===== config.mk =====
export PLATFORM = sky130hd
export DESIGN_NAME = stereo_state_variable_filter
export DESIGN_NICKNAME = d
export VERILOG_FILES = /design/src/rtl/ssvf_pkg.sv /design/src/rtl/ssvf_ram.sv /design/src/rtl/ssvf_mac.sv /design/src/rtl/stereo_state_variable_filter.sv
export SDC_FILE = /design/constraint.sdc
export NUM_CORES = 2
export LEC_CHECK = 0
export BUFFER_PORTS_ARGS = -buffer_cell sky130_fd_sc_hd__buf_2
export CORE_ASPECT_RATIO = 1.25
export CORE_UTILIZATION = 51
export DETAILED_ROUTE_END_ITERATION = 7
export PLACE_DENSITY_LB_ADDON = 0.08
export SLEW_MARGIN = 0
export SYNTH_ARGS = -nofsm -noshare
export SYNTH_HDL_FRONTEND = slang
export SYNTH_SLANG_ARGS = --single-unit
export TNS_END_PERCENT = 1

===== constraint.sdc =====
create_clock -name clk -period 13 [get_ports clk]
set_input_delay 2.6 -clock clk [delete_from_list [all_inputs] [get_ports clk]]
set_output_delay 2.6 -clock clk [all_outputs]
set_load 0.05 [all_outputs]

===== src/rtl/ssvf_pkg.sv =====
`timescale 1ns / 1ps

package ssvf_pkg;

	// integrator store: two integrators per channel per stage
	localparam int INTEG_WIDTH      = 32;
	localparam int INTEG_COUNT      = 8;
	localparam int INTEG_ADDR_WIDTH = 3;

	// multiplier data operand: holds ic1, v3 and v1 without overflow
	localparam int DATA_WIDTH = 36;

	// configuration register indexes
	localparam int CFG_INDEX_WIDTH = 3;
	localparam logic [CFG_INDEX_WIDTH-1:0] REG_COEF_A1     = 3'd0;
	localparam logic [CFG_INDEX_WIDTH-1:0] REG_COEF_A2     = 3'd1;
	localparam logic [CFG_INDEX_WIDTH-1:0] REG_COEF_A3     = 3'd2;
	localparam logic [CFG_INDEX_WIDTH-1:0] REG_DAMPING     = 3'd3;
	localparam logic [CFG_INDEX_WIDTH-1:0] REG_FILTER_MODE = 3'd4;

	// filter modes; unused codes behave as notch
	localparam int MODE_WIDTH = 3;
	localparam logic [MODE_WIDTH-1:0] MODE_LP12     = 3'd0;
	localparam logic [MODE_WIDTH-1:0] MODE_LP24     = 3'd1;
	localparam logic [MODE_WIDTH-1:0] MODE_BANDPASS = 3'd2;
	localparam logic [MODE_WIDTH-1:0] MODE_HIGHPASS = 3'd3;
	localparam logic [MODE_WIDTH-1:0] MODE_NOTCH    = 3'd4;

	// sequencer states, one filter step runs RD1 through Y
	typedef enum logic [3:0] {
		ST_IDLE,
		ST_RD1,
		ST_RD2,
		ST_M1,
		ST_M2,
		ST_M3,
		ST_V1,
		ST_M4,
		ST_M5,
		ST_V2,
		ST_WR2,
		ST_Y,
		ST_DONE
	} state_t;

	// control of the shared multiply-accumulate unit
	typedef struct packed {
		logic mul_en;
		logic acc_init;
		logic acc_add;
	} mac_ctrl_t;

endpackage


===== src/rtl/ssvf_ram.sv =====
`timescale 1ns / 1ps

module ssvf_ram #(
	parameter int WIDTH = 32,
	parameter int DEPTH = 8
) (
	input  logic                     clk,
	input  logic                     we,
	input  logic [$clog2(DEPTH)-1:0] waddr,
	input  logic [WIDTH-1:0]         wdata,
	input  logic [$clog2(DEPTH)-1:0] raddr,
	output logic [WIDTH-1:0]         rdata
);

	logic [WIDTH-1:0] mem [DEPTH];
	logic [WIDTH-1:0] rdata_q;

	// one write port, one registered read port
	always_ff @(posedge clk) begin
		if (we) begin
			mem[waddr] <= wdata;
		end
		rdata_q <= mem[raddr];
	end

	assign rdata = rdata_q;

endmodule


===== src/rtl/ssvf_mac.sv =====
`timescale 1ns / 1ps

module ssvf_mac #(
	parameter int COEF_FRAC_BITS = 16
) (
	input  logic                                                    clk,
	input  ssvf_pkg::mac_ctrl_t                                     ctrl,
	input  logic        [COEF_FRAC_BITS+1:0]                        coef,
	input  logic signed [ssvf_pkg::DATA_WIDTH-1:0]                  data,
	output logic signed [ssvf_pkg::DATA_WIDTH+COEF_FRAC_BITS+3:0]   acc
);

	import ssvf_pkg::*;

	localparam int PW = DATA_WIDTH + COEF_FRAC_BITS + 3;
	localparam int AW = PW + 1;
	localparam logic signed [AW-1:0] ROUND_HALF =
		{{(AW-1){1'b0}}, 1'b1} << (COEF_FRAC_BITS - 1);

	logic signed [PW-1:0] prod_q;
	logic signed [AW-1:0] acc_q;
	logic signed [AW-1:0] prod_ext;

	assign prod_ext = AW'(prod_q);

	// product register, then accumulate; init adds the rounding half
	always_ff @(posedge clk) begin
		if (ctrl.mul_en) begin
			prod_q <= $signed({1'b0, coef}) * data;
		end
		if (ctrl.acc_init) begin
			acc_q <= ROUND_HALF + prod_ext;
		end else if (ctrl.acc_add) begin
			acc_q <= acc_q + prod_ext;
		end
	end

	assign acc = acc_q;

endmodule


===== src/rtl/stereo_state_variable_filter.sv =====
`timescale 1ns / 1ps

// Stereo trapezoidal state variable filter on one shared multiply-accumulate unit.
// Each filter step runs states RD1 through Y (5 products through the one multiplier plus
// integrator reads and writes); an item runs 2 steps, 4 in 24 dB low-pass mode.
// A new item is taken only after the last result is loaded into the output register.
// arst_n clears the sequencer, loads register defaults and marks all integrators as zero.

module stereo_state_variable_filter #(
	parameter int SAMPLE_WIDTH   = 24,
	parameter int COEF_FRAC_BITS = 16
) (
	input  logic                                             clk,
	input  logic                                             arst_n,
	// input items
	input  logic                                             s_axis_tvalid,
	output logic                                             s_axis_tready,
	// sample_left, sample_right, zero fill
	input  logic [((2*SAMPLE_WIDTH+7)/8)*8-1:0]              s_axis_tdata,
	// result items
	output logic                                             m_axis_tvalid,
	input  logic                                             m_axis_tready,
	// filtered_left, filtered_right, zero fill
	output logic [((2*SAMPLE_WIDTH+7)/8)*8-1:0]              m_axis_tdata,
	// configuration writes
	input  logic                                             cfg_valid,
	output logic                                             cfg_ready,
	input  logic [ssvf_pkg::CFG_INDEX_WIDTH-1:0]             cfg_index,
	input  logic [COEF_FRAC_BITS+1:0]                        cfg_data
);

	import ssvf_pkg::*;

	localparam int SW  = SAMPLE_WIDTH;
	localparam int F   = COEF_FRAC_BITS;
	localparam int CW  = F + 1;
	localparam int KW  = F + 2;
	localparam int TW  = ((2*SAMPLE_WIDTH+7)/8)*8;
	localparam int DW  = DATA_WIDTH;
	localparam int IW  = INTEG_WIDTH;
	localparam int AW  = DW + F + 4;
	localparam int YW  = DW + 3;
	localparam int TDW = DW + 2;

	// configuration
	logic [CW-1:0]         coef_a1_q, coef_a2_q, coef_a3_q;
	logic [KW-1:0]         damping_q;
	logic [MODE_WIDTH-1:0] mode_q;

	// sequencer and datapath
	state_t state_q, state_d;
	logic   ch_q, stage_q;
	logic signed [SW-1:0] x_q, xr_q, yl_q, yr_q;
	logic signed [SW-1:0] out_left_q, out_right_q;
	logic                 out_valid_q, out_load;
	logic signed [IW-1:0] ic1_q, ic2_q;
	logic signed [DW-1:0] v3_q, v1_q, v2_q;

	// integrator store
	logic [INTEG_COUNT-1:0]      integ_valid_q;
	logic                        rd_valid_q;
	logic                        ram_we;
	logic [INTEG_ADDR_WIDTH-1:0] ram_waddr, ram_raddr;
	logic [IW-1:0]               ram_wdata, ram_rdata;
	logic signed [IW-1:0]        rd_ic;

	// shared unit
	mac_ctrl_t            mac_ctrl;
	logic [KW-1:0]        mac_coef;
	logic signed [DW-1:0] mac_data;
	logic signed [AW-1:0] mac_acc;

	// arithmetic
	logic signed [DW-1:0]  acc_rnd;
	logic signed [YW-1:0]  kv1;
	logic signed [YW-1:0]  y_wide;
	logic signed [SW-1:0]  y_sat;
	logic                  y_ovf;
	logic signed [TDW-1:0] twice_diff;
	logic signed [IW-1:0]  integ_sat;
	logic                  integ_ovf;
	logic signed [DW-1:0]  v_sel;
	logic signed [IW-1:0]  ic_sel;

	// configuration registers
	assign cfg_ready = 1'b1;

	always_ff @(posedge clk or negedge arst_n) begin
		if (!arst_n) begin
			coef_a1_q <= CW'(1) << F;
			coef_a2_q <= '0;
			coef_a3_q <= '0;
			damping_q <= KW'(2) << F;
			mode_q    <= MODE_LP12;
		end else if (cfg_valid && cfg_ready) begin
			unique case (cfg_index)
				REG_COEF_A1:     coef_a1_q <= cfg_data[CW-1:0];
				REG_COEF_A2:     coef_a2_q <= cfg_data[CW-1:0];
				REG_COEF_A3:     coef_a3_q <= cfg_data[CW-1:0];
				REG_DAMPING:     damping_q <= cfg_data;
				REG_FILTER_MODE: mode_q    <= cfg_data[MODE_WIDTH-1:0];
				default: ;
			endcase
		end
	end

	// state register
	always_ff @(posedge clk or negedge arst_n) begin
		if (!arst_n) begin
			state_q <= ST_IDLE;
		end else begin
			state_q <= state_d;
		end
	end

	// next state and control outputs
	always_comb begin
		state_d       = state_q;
		s_axis_tready = 1'b0;
		mac_ctrl      = '0;
		mac_coef      = '0;
		mac_data      = DW'(ic1_q);
		ram_we        = 1'b0;
		ram_raddr     = {stage_q, ch_q, 1'b0};
		ram_waddr     = {stage_q, ch_q, 1'b0};
		out_load      = 1'b0;
		unique case (state_q)
			ST_IDLE: begin
				s_axis_tready = 1'b1;
				if (s_axis_tvalid) begin
					state_d = ST_RD1;
				end
			end
			ST_RD1: state_d = ST_RD2;
			ST_RD2: begin
				ram_raddr = {stage_q, ch_q, 1'b1};
				state_d   = ST_M1;
			end
			ST_M1: begin
				mac_ctrl.mul_en = 1'b1;
				mac_coef        = KW'(coef_a1_q);
				mac_data        = DW'(ic1_q);
				state_d         = ST_M2;
			end
			ST_M2: begin
				mac_ctrl.mul_en   = 1'b1;
				mac_ctrl.acc_init = 1'b1;
				mac_coef          = KW'(coef_a2_q);
				mac_data          = v3_q;
				state_d           = ST_M3;
			end
			ST_M3: begin
				mac_ctrl.acc_add = 1'b1;
				state_d          = ST_V1;
			end
			ST_V1: begin
				mac_ctrl.mul_en = 1'b1;
				mac_coef        = KW'(coef_a2_q);
				mac_data        = DW'(ic1_q);
				state_d         = ST_M4;
			end
			ST_M4: begin
				mac_ctrl.mul_en   = 1'b1;
				mac_ctrl.acc_init = 1'b1;
				mac_coef          = KW'(coef_a3_q);
				mac_data          = v3_q;
				state_d           = ST_M5;
			end
			ST_M5: begin
				mac_ctrl.acc_add = 1'b1;
				state_d          = ST_V2;
			end
			ST_V2: begin
				mac_ctrl.mul_en = 1'b1;
				mac_coef        = damping_q;
				mac_data        = v1_q;
				ram_we          = 1'b1;
				state_d         = ST_WR2;
			end
			ST_WR2: begin
				mac_ctrl.acc_init = 1'b1;
				ram_we            = 1'b1;
				ram_waddr         = {stage_q, ch_q, 1'b1};
				state_d           = ST_Y;
			end
			ST_Y: begin
				if ((mode_q == MODE_LP24 && !stage_q) || !ch_q) begin
					state_d = ST_RD1;
				end else begin
					state_d = ST_DONE;
				end
			end
			ST_DONE: begin
				if (!out_valid_q || m_axis_tready) begin
					out_load = 1'b1;
					state_d  = ST_IDLE;
				end
			end
			default: state_d = ST_IDLE;
		endcase
	end

	// integrator store; entries never written read as zero
	ssvf_ram #(
		.WIDTH(IW),
		.DEPTH(INTEG_COUNT)
	) u_integ (
		.clk  (clk),
		.we   (ram_we),
		.waddr(ram_waddr),
		.wdata(ram_wdata),
		.raddr(ram_raddr),
		.rdata(ram_rdata)
	);

	always_ff @(posedge clk or negedge arst_n) begin
		if (!arst_n) begin
			integ_valid_q <= '0;
			rd_valid_q    <= 1'b0;
		end else begin
			rd_valid_q <= integ_valid_q[ram_raddr];
			if (ram_we) begin
				integ_valid_q[ram_waddr] <= 1'b1;
			end
		end
	end

	assign rd_ic = rd_valid_q ? $signed(ram_rdata) : '0;

	// shared multiply-accumulate
	ssvf_mac #(
		.COEF_FRAC_BITS(F)
	) u_mac (
		.clk (clk),
		.ctrl(mac_ctrl),
		.coef(mac_coef),
		.data(mac_data),
		.acc (mac_acc)
	);

	// rounded accumulator value in sample LSBs
	assign acc_rnd = mac_acc[F+DW-1:F];
	assign kv1     = mac_acc[F+YW-1:F];

	// integrator update 2v - ic, saturated to the integrator width
	assign v_sel      = (state_q == ST_WR2) ? v2_q : v1_q;
	assign ic_sel     = (state_q == ST_WR2) ? ic2_q : ic1_q;
	assign twice_diff = {v_sel[DW-1], v_sel, 1'b0} - TDW'(ic_sel);
	assign integ_ovf  = !((&twice_diff[TDW-1:IW-1]) || !(|twice_diff[TDW-1:IW-1]));

	always_comb begin
		if (integ_ovf) begin
			integ_sat = twice_diff[TDW-1] ? {1'b1, {(IW-1){1'b0}}} : {1'b0, {(IW-1){1'b1}}};
		end else begin
			integ_sat = twice_diff[IW-1:0];
		end
	end

	assign ram_wdata = integ_sat;

	// output tap by mode; second stage always takes v2
	always_comb begin
		if (stage_q) begin
			y_wide = YW'(v2_q);
		end else begin
			case (mode_q) inside
				MODE_LP12, MODE_LP24: y_wide = YW'(v2_q);
				MODE_BANDPASS:        y_wide = kv1;
				MODE_HIGHPASS:        y_wide = YW'(x_q) - kv1 - YW'(v2_q);
				default:              y_wide = YW'(x_q) - kv1;
			endcase
		end
	end

	assign y_ovf = !((&y_wide[YW-1:SW-1]) || !(|y_wide[YW-1:SW-1]));

	always_comb begin
		if (y_ovf) begin
			y_sat = y_wide[YW-1] ? {1'b1, {(SW-1){1'b0}}} : {1'b0, {(SW-1){1'b1}}};
		end else begin
			y_sat = y_wide[SW-1:0];
		end
	end

	// channel and stage tracking
	always_ff @(posedge clk or negedge arst_n) begin
		if (!arst_n) begin
			ch_q    <= 1'b0;
			stage_q <= 1'b0;
		end else if (state_q == ST_IDLE) begin
			ch_q    <= 1'b0;
			stage_q <= 1'b0;
		end else if (state_q == ST_Y) begin
			if (mode_q == MODE_LP24 && !stage_q) begin
				stage_q <= 1'b1;
			end else begin
				ch_q    <= 1'b1;
				stage_q <= 1'b0;
			end
		end
	end

	// datapath registers
	always_ff @(posedge clk) begin
		unique case (state_q)
			ST_IDLE: begin
				if (s_axis_tvalid) begin
					x_q  <= s_axis_tdata[SW-1:0];
					xr_q <= s_axis_tdata[2*SW-1:SW];
				end
			end
			ST_RD2: ic1_q <= rd_ic;
			ST_M1: begin
				ic2_q <= rd_ic;
				v3_q  <= DW'(x_q) - DW'(rd_ic);
			end
			ST_V1: v1_q <= acc_rnd;
			ST_V2: v2_q <= DW'(ic2_q) + acc_rnd;
			ST_Y: begin
				if (mode_q == MODE_LP24 && !stage_q) begin
					x_q <= y_sat;
				end else if (!ch_q) begin
					yl_q <= y_sat;
					x_q  <= xr_q;
				end else begin
					yr_q <= y_sat;
				end
			end
			default: ;
		endcase
	end

	// output register
	always_ff @(posedge clk or negedge arst_n) begin
		if (!arst_n) begin
			out_valid_q <= 1'b0;
		end else if (out_load) begin
			out_valid_q <= 1'b1;
		end else if (m_axis_tready) begin
			out_valid_q <= 1'b0;
		end
	end

	always_ff @(posedge clk) begin
		if (out_load) begin
			out_left_q  <= yl_q;
			out_right_q <= yr_q;
		end
	end

	assign m_axis_tvalid = out_valid_q;
	assign m_axis_tdata  = TW'({out_right_q, out_left_q});

endmodule


# --- Word-level counts from Yosys, hierarchy flattened ---
# Memories as Yosys holds them, arrays and structs flattened. A register that Yosys moved wholly into a read port is not among the register bits.
# Cells that the tools add are included.
op_classes:
  addsub: 7
  n_mul: 1
  order_cmp: 3
  eq_ne: 23
  muxes: 46
  n_bitwise: 3
  reduce_logical: 39
ops:
  columns: ["op", "n"]
  rows:
  - ["39-bit 2-to-1 mux", 4]
  - ["32-bit 2-to-1 mux", 4]
  - ["24-bit 2-to-1 mux", 5]
  - ["56-bit 2-to-1 mux", 2]
  - ["18-bit one-hot mux with 4 select lines", 1]
  - ["36-bit one-hot mux with 2 select lines", 1]
  - ["17-bit by 55-bit adder with 56-bit output, first input constant", 1]
  - ["56-bit by 55-bit adder with 56-bit output", 1]
  - ["19-bit by 36-bit multiplier with 55-bit output", 1]
  - ["4-bit one-hot mux with 13 select lines", 1]
  - ["24-bit one-hot mux with 2 select lines", 1]
  - ["24-bit by 39-bit subtractor with 39-bit output", 1]
  - ["39-bit by 36-bit subtractor with 39-bit output", 1]
  - ["37-bit by 32-bit subtractor with 38-bit output", 1]
  - ["32-bit by 36-bit adder with 36-bit output", 1]
  - ["36-bit 2-to-1 mux", 1]
  - ["24-bit by 32-bit subtractor with 33-bit output", 1]
  - ["1-bit 2-to-1 mux", 21]
  - ["4-bit == test, second input constant", 5]
  - ["4-bit by 3-bit == test with 1-bit output, second input constant", 4]
  - ["16-bit AND reduction", 1]
  - ["2-bit AND reduction", 8]
  - ["16-bit OR reduction", 1]
  - ["3-bit by 2-bit == test with 1-bit output, second input constant", 4]
  - ["other kinds (25)", 50]
totals:
  ff_bits: 515
  mem_bits_rw: 256
  input_bits: 74
  out_inout_bits: 51
  word_cells: 147
  n_memories: 1
memory_table:
  columns: ["name", "depth", "word_bits", "read_ports", "rd_ports_with_merged_regs", "write_ports", "line", "text"]
  rows:
  - ["u_integ.mem", 8, 32, 1, 1, 1, "ssvf_ram.sv:15", "logic [WIDTH-1:0] mem [DEPTH];"]

# --- Depth between registers and ports, before layout ---
logic_depth:
  ltp_word: 12
  depth_mapped: 35
  depth_no_buf: 33

# --- Hierarchy ---
# From an unflattened synthesis, not the netlist that was laid out.
hier_totals:
  hier_cells: 6540
  hier_area_um2: 67966.4
by_module_without_submodules:
  columns: ["module", "n_inst", "cells_per_inst", "area_each_um2", "seq_area_each_um2"]
  rows:
  - ["ssvf_mac", 1, 3418, 30655.7, 3333.2]
  - ["stereo_state_variable_filter", 1, 2707, 26844.5, 11603.6]
  - ["ssvf_ram", 1, 415, 10466.3, 8328.0]

# --- Least setup slack after synthesis ---
# No wires, ideal clock.
synth_timing:
  path_type: "reg2reg"
  from: "reg state_q[2]"
  to: "reg u_mac.prod_q[53], data pin"
  t_arrival_ns: 10.170
  slack_ns: 2.572
  path_stages_with_launch: 31
  n_path_buf: 3
  synth_period_minus_slack_ns: 10.428
  path_cell_list: "dfrtp_1 > clkbuf_1 > nor3_1 > clkbuf_1 > a22oi_1 > nand2_1 > clkbuf_1 > nand2_1 > fa_1 > inv_1 > fa_1 > fa_1 > fa_1 > fa_1 > inv_1 > fa_1 > inv_1 > ha_1 > a21o_1 > a21oi_1 > o21ai_0 > a21o_1 > a31o_2 > a221oi_1 > o211ai_1 > a211oi_1 > o31ai_1 > o41ai_2 > o21ai_0 > a21oi_1 > xnor2_1"
synth_between:
  elab_chain_len: 4
  word_cells_on_any_way: 10
  cone_classes: "1 x mul; 5 x eq/ne; 2 x mux; 2 x reduce/logical"
synth_lines:
  columns: ["item", "line", "text"]
  rows:
  - ["start: declaration", "stereo_state_variable_filter.sv:51", "state_t state_q, state_d;"]
  - ["start signal: assignment", "stereo_state_variable_filter.sv:112", "state_q <= state_d;"]
  - ["4-bit by 3-bit == test with 1-bit output", "stereo_state_variable_filter.sv:127", "unique case (state_q)"]
  - ["2-bit OR reduction (no line)", null, null]
  - ["18-bit one-hot mux with 4 select lines / 36-bit one-hot mux with 2 select lines (equally long branches)", "stereo_state_variable_filter.sv:127", null]
  - ["19-bit by 36-bit multiplier with 55-bit output *", "ssvf_mac.sv:29", "prod_q <= $signed({1'b0, coef}) * data;"]
  - ["end signal: assignment", "ssvf_mac.sv:29", null]
  - ["end: declaration", "ssvf_mac.sv:20", "logic signed [PW-1:0] prod_q;"]
# Mark *: on every way between the ends. The rest lies on a longest branch, timed or not.
# A chain may end at the register's enable or synchronous reset.

# --- Worst setup path after layout ---
layout_timing:
  from: "reg state_q[0]"
  to: "reg u_mac.prod_q[53], data pin"
# Same word-level chain as after synthesis.

==> impl_metrics.yaml <==
timing:
  period_needed_ps: 11440
  worstMarginPinSlew_ps: 1200
  setup_viol: 0
  fin_worst_skew_ps: 74.2
  max_slew_margin: 0.203
  max_freq_ghz: 0.0874
  finalMaxSlewViolations: 0
  fin_crit_sh: 0.880
  rsz0062_at_grt: "no"
  fin_tns_setup_ps: 0
  finalHoldViolCount: 0
clock_tree:
  worstSkewPairLatency_ps: 720
  cts_tree: "yes"
  clock_path_buffers: 3
  cts_root_buf: "clkbuf_16"
  cts.sinks: 799
  post-cts-setup-buffers: 0
  numCtsBuffers: 84
  htreeDepth: 3
  ctsHoldBuffers: 0
  cts-resized-gates: 0
  clk_pin_slew_ps: 70
critical_path:
  crit_arrival_ps: 11890
  cpMaxStageDelayCell: "nor2b_2"
  crit_buf_inv: 8
  critPathMaxStageDelay_ps: 840
  crit_required_ps: 13440
  critical_path_class: "reg -> reg"
  crit_path_start: "state_q[0]"
  r2r_setup_slack_ps: 1560
  start_kind: "flop"
  cp_common_cell: "fa_1"
  rr_startpoint: "state_q[0]"
  path_max_fanout: 33
  endpoint_kind: "flop"
  path_delay_family: "compound AO/OA/AOI/OAI gates"
cells_and_area:
  final_common_cell: "inv_1"
  stdcell_count: 8425
  nNetsFinal: 7694
  synthToLayoutAreaGrowth_pct: 8.90
  final_cell_mix: "963 x inv_1, 679 x edfxtp_1, 661 x nand2_1, 627 x fa_1, 570 x nor2_1"
  drive_above_1_share: 0.0980
drt:
  ant_nets: 0
  first_pass_iters: 8
  drtIter0Drc: 4233
  vias: 50200
  route.detailed.drc: 0
  vias_per_cell: 5.95
  wirelength_mm: 220
  avgRoutedWirePerCell_um: 26.1
floorplanning:
  rows: 148
  io_pins: 125
  start_util: 0.514
  die_area_sq_um: 132000
  die_h_um: 407
  dieWidth_um: 326
  coreArea_sq_um: 130000
place:
  dp_hpwl_mm: 172
  gp_congestion: 0.994
  io_buffers: 123
  dpl.cell_count: 8263
logic_synthesis:
  synth_edf_count: 679
  yosysUniqueCellTypes: 99
  synth-async-reset-ratio: 0.110
  ys_ff_latch: 799
  yosys_warnings: 0
  synth_sequential_area_ratio: 0.348
  dominantRegCellSynth: "edfxtp_1"
  syn-instance-count: 6563
  synthesis.area_sq_um: 66800
  syn_avg_cell_area_sq_um: 10.2
  synth_fp_nets: 7633
run:
  maxCapViolations: 0
grt:
  grt_util_met2: 0.557
  grt_usage: 0.333
  use_met3: 0.0424
  grt_pass1_wl_mm: 323
  grt_max_degree: 93
  antenna_found_initial: 1
  grt_use_met1: 0.403
  gr-total-overflow: 0
  grt_pass1_vias: 50000
  busiest_layer: "met2"
worst_hold_path:
  min_from: "yr_q[7]"
  hold_path_class: "reg -> reg"
outcome:
  status: "complete, no violations"
-- cell families (layout without fill, tap and decap cells) --
family	after synthesis	count (layout)	share of synthesized area
compound gates	1256	1256	0.121
xor+xnor	285	285	0.0374
fa+ha+maj	996	996	0.257
buf+inv	1239	1370	0.0705
flops	799	799	0.348
mux	216	216	0.0469
other cells	1	7	0.0000562
simple gates	1771	1771	0.119
-- registers in the layout (all words and copies together), names as in the netlist, 17 cells and up --
name	flops
u_mac.acc	55
u_integ.mem	256
v1_q	36
v2_q	36
coef_a2_q	17
out_left_q	24
v3_q	33
damping_q	18
xr_q	24
u_integ.rdata	32
out_right_q	24
coef_a1_q	17
coef_a3_q	17
x_q	24
yl_q	24
ic2_q	32
u_mac.prod_q	55
ic1_q	32
yr_q	24
-- Yosys cell counts, types with 9 or more instances --
master	number	area share
o21ai_1	9	0.00067
or2_2	27	0.0025
nand2_1	663	0.037
o21a_1	47	0.0053
dfxtp_1	32	0.0096
a221oi_1	47	0.0062
mux4_2	66	0.022
xor2_1	108	0.014
mux2_2	105	0.018
ha_1	369	0.069
a21oi_1	347	0.026
a21o_1	133	0.015
nand4_1	54	0.0051
nor3_1	67	0.0050
xnor2_1	177	0.023
nor4_1	9	0.00084
edfxtp_1	679	0.31
fa_1	627	0.19
a221o_1	39	0.0058
o31ai_1	18	0.0020
and3_1	80	0.0075
nor2b_1	48	0.0045
a22oi_1	23	0.0026
o21bai_1	44	0.0049
buf_2	23	0.0017
nand2b_1	51	0.0048
and2_1	30	0.0028
a211o_1	10	0.0013
o21ai_0	286	0.021
clkbuf_1	227	0.013
a211oi_1	38	0.0043
nor2_1	582	0.033
a31oi_1	38	0.0036
buf_1	18	0.0010
nand3_1	82	0.0061
dfrtp_1	86	0.032
or3_1	27	0.0025
o22ai_1	36	0.0034
inv_1	964	0.054
mux2i_1	43	0.0064
o211ai_1	33	0.0037
-- worst reg2reg max path, delay by kind of cell (launching register included) --
family | cells | cell delay [ps]
AO/OA/AOI/OAI | 13 | 3660
XOR/XNOR | 1 | 80
adder cells (fa/ha/maj) | 7 | 3140
buffers and inverters | 8 | 1430
flip-flops | 1 | 760
AND/OR/NAND/NOR | 4 | 2110
-- stage by stage --
stage,setup WS (ps),hold slack [ps],area [sq um],utilization
final,1560,413,72700,0.559
after CTS,1750,415,72700,0.559
after global routing,1060,420,72700,0.559
after detailed placement,1800,405,69700,0.536
after floorplan,2570,400,66800,-
after global placement,1800,400,69700,0.536
-- per-layer routing --
layer | up-vias | share of wire
li1 | 22500 | -
met1 | 25200 | 0.38
met2 | 1931 | 0.48
met3 | 522 | 0.062
met4 | 0 | 0.079
met5 | - | 0
-- cell type report --
class                           instances  area, sq um
Multi-Input combinational cell       4525        39100
Timing Repair Buffer                  250         1570
Tap cell                             1725         2160
Clock buffer                           98         2170
Fill cell                           11600        57300
Antenna cell                            6         15.0
Inverter                              964         3620
Sequential cell                       799        23200
Clock inverter                         58          783
-- final timing paths --
| check | end | depth (start not counted) |
|---|---|---|
| max | u_mac.prod_q[53] | 33 |
| min reg2reg | out_right_q[7] | 0 |
| min in group asynchronous | integ_valid_q[0] | 1 |
| max reg2reg | u_mac.prod_q[53] | 33 |
| min | out_right_q[7] | 0 |
| max in group asynchronous | coef_a2_q[6] | 2 |
Power is left out: the tool's default activity adds up to more than one toggle a clock period on the data nets, which glitch-free logic cannot reach.
